<file path="config.mk">
export PLATFORM = sky130hd
export DESIGN_NAME = measurement_watchdog_fsm
export DESIGN_NICKNAME = d
export VERILOG_FILES = /design/src/hw/rtl/mwd_pkg.sv /design/src/hw/rtl/mwd_fsm.sv /design/src/hw/rtl/measurement_watchdog_fsm.sv
export VERILOG_INCLUDE_DIRS = /design/src /design/src/hw/rtl
export SDC_FILE = /design/constraint.sdc
export NUM_CORES = 1
export LEC_CHECK = 0
export ABC_AREA = 1
export ABC_CLOCK_PERIOD_IN_PS = 11500
export BUFFER_PORTS_ARGS = -buffer_cell sky130_fd_sc_hd__buf_2
export CAP_MARGIN = 20
export CORE_MARGIN = 2
export CORE_UTILIZATION = 60
export CTS_BUF_LIST = sky130_fd_sc_hd__clkbuf_4 sky130_fd_sc_hd__clkbuf_8
export DETAILED_ROUTE_END_ITERATION = 12
export GPL_TIMING_DRIVEN = 0
export PLACE_DENSITY = 0.84
export SLEW_MARGIN = 10
export SYNTH_ARGS = -nofsm -noshare
export SYNTH_HDL_FRONTEND = slang
export SYNTH_HIERARCHICAL = 1
export SYNTH_SLANG_ARGS = --single-unit
</file>
<file path="constraint.sdc">
create_clock -name clk_i -period 11.5 [get_ports clk_i]
set_clock_uncertainty 0.2 [all_clocks]
set_input_delay 1.725 -clock clk_i [delete_from_list [all_inputs] [get_ports clk_i]]
set_output_delay 1.725 -clock clk_i [all_outputs]
set_load 0.01 [all_outputs]
</file>
<file path="src/hw/rtl/measurement_watchdog_fsm_macros.svh">
// ----------------------------------------------------------------------------
// Measurement watchdog assertion macros
// Concurrent assertion wrappers used by the watchdog state machine RTL.
// ----------------------------------------------------------------------------
`ifndef MEASUREMENT_WATCHDOG_FSM_MACROS_SVH
`define MEASUREMENT_WATCHDOG_FSM_MACROS_SVH

// Property checked on every rising clock edge outside reset.
`define MWD_ASSERT(lbl, clk, rstn, prop, msg) \
  lbl: assert property (@(posedge clk) disable iff (!rstn) (prop)) else $error(msg);

// Implication checked on the cycle after the trigger.
`define MWD_ASSERT_NEXT(lbl, clk, rstn, trig, cons, msg) \
  `MWD_ASSERT(lbl, clk, rstn, (trig) |=> (cons), msg)

`endif

</file>
<file path="src/hw/rtl/mwd_pkg.sv">
// ----------------------------------------------------------------------------
// Measurement watchdog package
// Request and result types, configuration bundle, state codes and timeouts.
// ----------------------------------------------------------------------------
package mwd_pkg;

  localparam int unsigned CfgIdxW = 3;
  localparam int unsigned CfgDataW = 32;
  localparam logic [31:0] RespTimeoutRst = 32'd10000;

  typedef enum logic [1:0] {
    FUNC_TICK     = 2'd0,
    FUNC_VALUE    = 2'd1,
    FUNC_READ_CLR = 2'd2,
    FUNC_RESTART  = 2'd3
  } mwd_func_e;

  typedef enum logic [CfgIdxW-1:0] {
    CFG_OBJ_PRESENT = 3'd0,
    CFG_OWN_OBJ_ID  = 3'd1,
    CFG_TMO_SELECT  = 3'd2,
    CFG_FB_MODE     = 3'd3,
    CFG_RESP_TMO    = 3'd4
  } mwd_cfg_idx_e;

  typedef enum logic [1:0] {
    FB_IGNORE     = 2'd0,
    FB_FALLBACK   = 2'd1,
    FB_REQ_IGNORE = 2'd2,
    FB_REQ_FB     = 2'd3
  } mwd_fb_mode_e;

  typedef enum logic [5:0] {
    ST_NOT_INIT  = 6'b000001,
    ST_INIT      = 6'b000010,
    ST_WAIT_RESP = 6'b000100,
    ST_WAIT_TMO  = 6'b001000,
    ST_FALLBACK  = 6'b010000,
    ST_IGNORE    = 6'b100000
  } mwd_state_e;

  localparam logic [2:0] CODE_NOT_INIT  = 3'd0;
  localparam logic [2:0] CODE_INIT      = 3'd1;
  localparam logic [2:0] CODE_WAIT_RESP = 3'd2;
  localparam logic [2:0] CODE_WAIT_TMO  = 3'd3;
  localparam logic [2:0] CODE_FALLBACK  = 3'd4;
  localparam logic [2:0] CODE_IGNORE    = 3'd5;

  typedef struct packed {
    logic [1:0]  func;
    logic [31:0] current_millis;
    logic [15:0] object_id;
    logic        value_initialized;
  } mwd_req_t;

  typedef struct packed {
    logic [2:0] state_code;
    logic       request_read;
    logic       apply_fallback;
    logic       changed_flag;
  } mwd_res_t;

  typedef struct packed {
    logic        object_present;
    logic [15:0] own_object_id;
    logic [3:0]  timeout_select;
    logic [1:0]  fallback_mode;
    logic [31:0] response_timeout_ms;
  } mwd_cfg_t;

  function automatic logic [31:0] tmo_ms(logic [3:0] sel);
    logic [31:0] t;
    case (sel)
      4'd1:    t = 32'd600000;
      4'd2:    t = 32'd1800000;
      4'd3:    t = 32'd3600000;
      4'd4:    t = 32'd7200000;
      4'd5:    t = 32'd10800000;
      4'd6:    t = 32'd14400000;
      4'd7:    t = 32'd28800000;
      4'd8:    t = 32'd43200000;
      default: t = 32'd0;
    endcase
    return t;
  endfunction

  function automatic logic [2:0] state_code(mwd_state_e s);
    logic [2:0] c;
    case (s)
      ST_NOT_INIT:  c = CODE_NOT_INIT;
      ST_INIT:      c = CODE_INIT;
      ST_WAIT_RESP: c = CODE_WAIT_RESP;
      ST_WAIT_TMO:  c = CODE_WAIT_TMO;
      ST_FALLBACK:  c = CODE_FALLBACK;
      ST_IGNORE:    c = CODE_IGNORE;
      default:      c = CODE_NOT_INIT;
    endcase
    return c;
  endfunction

endpackage

</file>
<file path="src/hw/rtl/mwd_fsm.sv">
// ----------------------------------------------------------------------------
// Measurement watchdog state machine
// Holds state, start time and changed flag; computes one result per request.
// ----------------------------------------------------------------------------
`include "measurement_watchdog_fsm_macros.svh"

module mwd_fsm import mwd_pkg::*; (
  input  logic     clk_i,
  input  logic     rst_ni,
  input  logic     fire_i,
  input  mwd_req_t req_i,
  input  mwd_cfg_t cfg_i,
  output mwd_res_t res_o
);

  mwd_state_e  state_q, state_d;
  logic [31:0] start_q, start_d;
  logic        changed_q, changed_d;

  logic [31:0] tmo;
  logic        tmo_on;
  logic [31:0] elapsed;
  logic [31:0] limit;
  logic        expired;
  logic        take;
  logic        req_rd;
  logic        fb;

  always_comb begin
    tmo     = tmo_ms(cfg_i.timeout_select);
    tmo_on  = cfg_i.timeout_select inside {[4'd1:4'd8]};
    elapsed = req_i.current_millis - start_q;
    limit   = (state_q == ST_WAIT_RESP) ? cfg_i.response_timeout_ms : tmo;
    expired = tmo_on && (elapsed > limit);
  end

  always_comb begin
    state_d = state_q;
    start_d = start_q;
    take    = 1'b0;
    req_rd  = 1'b0;
    fb      = 1'b0;
    case (req_i.func)
      FUNC_TICK: begin
        if (cfg_i.object_present) begin
          case (state_q)
            ST_INIT: begin
              start_d = req_i.current_millis;
              if (req_i.value_initialized) begin
                take = 1'b1;
              end else begin
                state_d = ST_WAIT_RESP;
                req_rd  = 1'b1;
              end
            end
            ST_WAIT_RESP: begin
              if (expired) begin
                if (cfg_i.fallback_mode inside {FB_FALLBACK, FB_REQ_FB}) begin
                  fb      = 1'b1;
                  state_d = ST_FALLBACK;
                end else begin
                  state_d = ST_IGNORE;
                end
              end
            end
            ST_WAIT_TMO: begin
              if (expired) begin
                if (cfg_i.fallback_mode inside {FB_REQ_IGNORE, FB_REQ_FB}) begin
                  req_rd  = 1'b1;
                  state_d = ST_WAIT_RESP;
                end else if (cfg_i.fallback_mode == FB_FALLBACK) begin
                  fb      = 1'b1;
                  state_d = ST_FALLBACK;
                end else begin
                  state_d = ST_IGNORE;
                end
              end
            end
            default: begin
            end
          endcase
        end
      end
      FUNC_VALUE: begin
        take = cfg_i.object_present && (req_i.object_id == cfg_i.own_object_id);
      end
      FUNC_RESTART: begin
        state_d = cfg_i.object_present ? ST_INIT : ST_IGNORE;
      end
      default: begin
      end
    endcase

    if (take) begin
      state_d = ST_WAIT_TMO;
      if (tmo_on) begin
        start_d = (req_i.current_millis == 32'd0) ? 32'd1 : req_i.current_millis;
      end
    end

    if (req_i.func == FUNC_READ_CLR) begin
      changed_d = 1'b0;
    end else begin
      changed_d = changed_q | take | (state_d != state_q);
    end

    res_o.state_code     = state_code(state_d);
    res_o.request_read   = req_rd;
    res_o.apply_fallback = fb;
    res_o.changed_flag   = (req_i.func == FUNC_READ_CLR) ? changed_q : changed_d;
  end

  always_ff @(posedge clk_i or negedge rst_ni) begin
    if (!rst_ni) begin
      state_q   <= ST_NOT_INIT;
      start_q   <= 32'd0;
      changed_q <= 1'b0;
    end else if (fire_i) begin
      state_q   <= state_d;
      start_q   <= start_d;
      changed_q <= changed_d;
    end
  end

  `MWD_ASSERT(a_req_fb_excl, clk_i, rst_ni, !(fire_i && req_rd && fb), "read request and fallback together")
  `MWD_ASSERT_NEXT(a_fb_state, clk_i, rst_ni, fire_i && fb, state_q == ST_FALLBACK, "fallback without fallback state")
  `MWD_ASSERT_NEXT(a_chg_set, clk_i, rst_ni, fire_i && (state_d != state_q), changed_q, "state change left changed clear")
  `MWD_ASSERT_NEXT(a_hold, clk_i, rst_ni, !fire_i, $stable(state_q) && $stable(changed_q), "state moved without request")

endmodule

</file>
<file path="src/hw/rtl/measurement_watchdog_fsm.sv">
// ----------------------------------------------------------------------------
// Measurement watchdog
// Tracks freshness of one measured value and raises read or fallback pulses.
// ----------------------------------------------------------------------------
//  channel | direction | handshake             | payload
//  --------+-----------+-----------------------+----------------------
//  in      | input     | in_valid_i/in_stall_o | in_req_i  (mwd_req_t)
//  out     | output    | out_valid_o/out_stall_i | out_req_o (mwd_res_t)
//  cfg     | input     | cfg_we_i              | cfg_idx_i, cfg_wdata_i
//
//  One request per cycle unless the output stalls; a request passes
//  the input register, then the state update into the result register.
//  Reset clears state, start time and changed flag, and loads the
//  configuration defaults.
//  A stalled result holds the input register; the input stalls only when
//  both registers are full.
// ----------------------------------------------------------------------------
module measurement_watchdog_fsm import mwd_pkg::*; (
  input  logic                clk_i,
  input  logic                rst_ni,
  input  logic                in_valid_i,
  output logic                in_stall_o,
  input  mwd_req_t            in_req_i,
  output logic                out_valid_o,
  input  logic                out_stall_i,
  output mwd_res_t            out_req_o,
  input  logic                cfg_we_i,
  input  logic [CfgIdxW-1:0]  cfg_idx_i,
  input  logic [CfgDataW-1:0] cfg_wdata_i
);

  mwd_cfg_t cfg_q;
  logic     s1_valid_q;
  mwd_req_t s1_q;
  logic     out_valid_q;
  mwd_res_t out_q;
  mwd_res_t res;
  logic     s1_hold;
  logic     s1_fire;
  logic     in_fire;

  assign s1_hold    = out_valid_q && out_stall_i;
  assign s1_fire    = s1_valid_q && !s1_hold;
  assign in_stall_o = s1_valid_q && s1_hold;
  assign in_fire    = in_valid_i && !in_stall_o;

  always_ff @(posedge clk_i or negedge rst_ni) begin
    if (!rst_ni) begin
      cfg_q.object_present      <= 1'b0;
      cfg_q.own_object_id       <= 16'd0;
      cfg_q.timeout_select      <= 4'd0;
      cfg_q.fallback_mode       <= 2'd0;
      cfg_q.response_timeout_ms <= RespTimeoutRst;
    end else if (cfg_we_i) begin
      case (cfg_idx_i)
        CFG_OBJ_PRESENT: cfg_q.object_present      <= cfg_wdata_i[0];
        CFG_OWN_OBJ_ID:  cfg_q.own_object_id       <= cfg_wdata_i[15:0];
        CFG_TMO_SELECT:  cfg_q.timeout_select      <= cfg_wdata_i[3:0];
        CFG_FB_MODE:     cfg_q.fallback_mode       <= cfg_wdata_i[1:0];
        CFG_RESP_TMO:    cfg_q.response_timeout_ms <= cfg_wdata_i[31:0];
        default: begin
        end
      endcase
    end
  end

  always_ff @(posedge clk_i or negedge rst_ni) begin
    if (!rst_ni) begin
      s1_valid_q  <= 1'b0;
      out_valid_q <= 1'b0;
    end else begin
      if (in_fire) begin
        s1_valid_q <= 1'b1;
      end else if (s1_fire) begin
        s1_valid_q <= 1'b0;
      end
      if (s1_fire) begin
        out_valid_q <= 1'b1;
      end else if (!out_stall_i) begin
        out_valid_q <= 1'b0;
      end
    end
  end

  always_ff @(posedge clk_i) begin
    if (in_fire) begin
      s1_q <= in_req_i;
    end
    if (s1_fire) begin
      out_q <= res;
    end
  end

  mwd_fsm u_fsm (
    .clk_i  (clk_i),
    .rst_ni (rst_ni),
    .fire_i (s1_fire),
    .req_i  (s1_q),
    .cfg_i  (cfg_q),
    .res_o  (res)
  );

  assign out_valid_o = out_valid_q;
  assign out_req_o   = out_q;

endmodule

</file>
==> results.json <==
{
  "viasPerCell": 5.621,
  "drt_wl_total_mm": 24.31,
  "synth_top_flop_cell": "dfrtp_1",
  "h-tree-depth": 4,
  "cts_tree": "built",
  "period_share": 0.4385,
  "rsz0062_at_grt": "no",
  "whs_endpoint": "out_valid_o$_DFFE_PN0P_",
  "core_um2": 16410,
  "rrSetupSlack_ns": 6.46,
  "drt_pre_antenna_iters": 7,
  "yosysUniqueCellTypes": 55,
  "rows": 47,
  "slew_headroom": 0.6062,
  "fin_util": 0.6823,
  "power.total_w": 0.001953,
  "grt_overflow": 0,
  "r2r-start": "s1_q[17]$_DFFE_PP_",
  "syn_area_um2": 9948,
  "clk_latency_ns": 0.48,
  "cp_max_fo": 6,
  "grt_pass1_wl_mm": 40.25,
  "wl_per_cell_um": 15.37,
  "endpoint_kind": "flip-flop",
  "cellPowerDensity_nw_per_um2": 174.4,
  "start_util": 0.6063,
  "fin_nets": 1513,
  "pre_cts_ws_ns": 6.598,
  "async_reset_ff_frac": 0.6275,
  "syn_avg_cell_area_um2": 8.095,
  "slew_violations": 0,
  "outcome": "completed",
  "layout_setup_ws_ns": 6.458,
  "grt_max_degree": 65,
  "clock.fmax_mhz": 198.3,
  "required_ns": 11.53,
  "post_cts_resized": 0,
  "path_clk_slew_ns": 0.10,
  "synthToLayoutAreaGrowth_pct": 12.53,
  "tightest_slew_ns": 0.5898,
  "syn-num-nets": 1394,
  "worstPathArrival_ns": 5.07,
  "drtAntennaViolNets": 0,
  "antenna_found_initial": 0,
  "r2r_end": "out_req_o[3]$_DFFE_PP_",
  "track_usage": 0.2833,
  "cts-root-buf": "clkbuf_8",
  "insertedDiodeCount": 0,
  "ys_seq_area_frac": 0.4143,
  "clock_sinks": 153,
  "cpMaxStageDelayCell": "fa_1",
  "cap_violations": 0,
  "clockBufferDepth": 2,
  "rr_worst_depth": 29,
  "hp-start": "s1_valid_q$_DFFE_PN0P_",
  "fp.dieH_um": 132.8,
  "die_area_um2": 17630,
  "leakagePower_nw": 5.331,
  "hold_path_depth": 2,
  "place_hpwl_mm": 18.42,
  "critPathKind": "flip-flop to flip-flop",
  "holdWs_ns": 0.2796,
  "drt-initial-drc-count": 781,
  "post-cts-setup-buffer-count": 0,
  "drive_gt1_frac": 0.1528,
  "hp-class": "flip-flop to flip-flop",
  "synth_warnings": 6,
  "gp_congestion": 0.9898,
  "cts_inserted_buffers": 17,
  "setup_viol": 0,
  "crit_path_start_kind": "flip-flop",
  "hold_violations": 0,
  "die_x_um": 132.8,
  "synthCells": 1229,
  "port_buffers": 98,
  "synth_edf_count": 57,
  "grt_pass1_vias": 8544,
  "synth-seq-cells": 153,
  "vias": 8887,
  "route.detailed.drc": 0,
  "finalSetupTns_ns": 0,
  "cts.hold.buffers_added": 0,
  "io-pin-count": 99,
  "peakVddDrop_mv": 0.1165,
  "period_needed_ns": 5.042,
  "cp_slowest_stage_delay_ns": 0.43,
  "crit_top_cell": "nand3_1"
}
==> metal layers <==
layer	wire (um)	GRT usage
met1	10820	0.3863
met2	11370	0.4623
met3	1627	0.05287
met4	488	0.08722
met5	0	0
==> layout by cell type (no fill, tap or decap), types with 12 or more instances in the layout <==
cell,Yosys,final
nand2_1,325,325
clkbuf_1,16,16
edfxtp_1,57,57
nand3_1,90,90
clkbuf_8,0,17
o21ai_0,80,80
nor2_1,49,49
nand4_1,17,17
ha_1,73,73
a21oi_1,59,59
inv_1,149,148
xor2_1,25,25
dfrtp_1,90,90
o21ai_1,17,17
xnor2_1,12,12
buf_2,19,116
o211ai_1,33,33
==> registers in the layout, indices dropped and copies added, names as in the netlist <==
signal           cells
cfg_q               55
s1_q                51
u_fsm/start_q       32
out_req_o            6
u_fsm/state_q        6
out_valid_o          1
s1_valid_q           1
u_fsm/changed_q      1
==> power by group <==
part | internal (W) | leakage, nW | switching (W) | total [W]
sequential | 0.000658 | 1.79 | 0.0000632 | 0.000721
combinational | 0.000314 | 3.33 | 0.000486 | 0.000800
clock | 0.000171 | 0.214 | 0.000261 | 0.000431
total | 0.00114 | 5.33 | 0.000810 | 0.00195
==> Yosys cell counts (all sizes together) (4+ instances only) <==
cell type | count | area share
a21oi | 61 | 0.033
a221oi | 4 | 0.0035
a31oi | 5 | 0.0031
buf | 24 | 0.014
clkbuf | 16 | 0.0060
dfrtp | 90 | 0.23
dfstp | 6 | 0.016
edfxtp | 57 | 0.17
ha | 73 | 0.092
inv | 156 | 0.059
nand2 | 339 | 0.13
nand3 | 95 | 0.050
nand4 | 18 | 0.012
nor2 | 56 | 0.025
nor3 | 12 | 0.0065
nor4 | 7 | 0.0044
o211ai | 34 | 0.026
o21a | 6 | 0.0045
o21ai | 97 | 0.049
o221ai | 5 | 0.0044
or2 | 4 | 0.0025
xnor2 | 12 | 0.011
xor2 | 25 | 0.022
==> how the worst max path moves through the flow <==
stage                                   from                      to  slack (ns)  cells past startpoint
final                     s1_q[17]$_DFFE_PP_  out_req_o[3]$_DFFE_PP_        6.46                     29
after global routing      s1_q[19]$_DFFE_PP_  out_req_o[0]$_DFFE_PP_        6.05                     31
after CTS                 s1_q[19]$_DFFE_PP_  out_req_o[3]$_DFFE_PP_        6.55                     29
after detailed placement  s1_q[19]$_DFFE_PP_  out_req_o[3]$_DFFE_PP_        6.60                     29
after global placement    s1_q[19]$_DFFE_PP_  out_req_o[3]$_DFFE_PP_        6.72                     29
after floorplan           s1_q[19]$_DFFE_PP_  out_req_o[3]$_DFFE_PP_        7.16                     29
==> cell type report <==
type                    count  area, um^2
inverters                 158       593.1
multi-input cells         878        5034
flip-flops and latches    153        4121
fillers                  1339        5213
clock buffers              17       234.0
plain buffers              40       200.2
repair buffers            100       540.5
well taps                 220       275.3
clock inverters            15       196.4
==> cells by family after synthesis <==
kind of cell | after synthesis | synth area share
xor gates and xnor gates | 37 | 0.03257
muxes | 3 | 0.003270
AOI/OAI and AO/OA | 229 | 0.1370
and+or+nand+nor | 535 | 0.2393
adders and majority gates | 74 | 0.09383
buffers and inverters | 198 | 0.07974
DFF | 153 | 0.4143
==> per-stage QoR <==
step,std cells,cell area [um^2]
floorplan,1229,9948
global placement,1547,10710
detailed placement,1549,10760
CTS,1581,11190
global route,1581,11190
finish,1581,11190
==> worst max-delay path: cells and delay by family (launching register included) <==
family | cells | cell delay (ns)
xor gates and xnor gates | 1 | 0.17
adders and majority gates | 3 | 0.86
buffers and inverters | 4 | 0.30
AOI/OAI and AO/OA | 4 | 0.77
and+or+nand+nor | 17 | 2.07
DFF | 1 | 0.40
(Power assumes the default switching activity.)
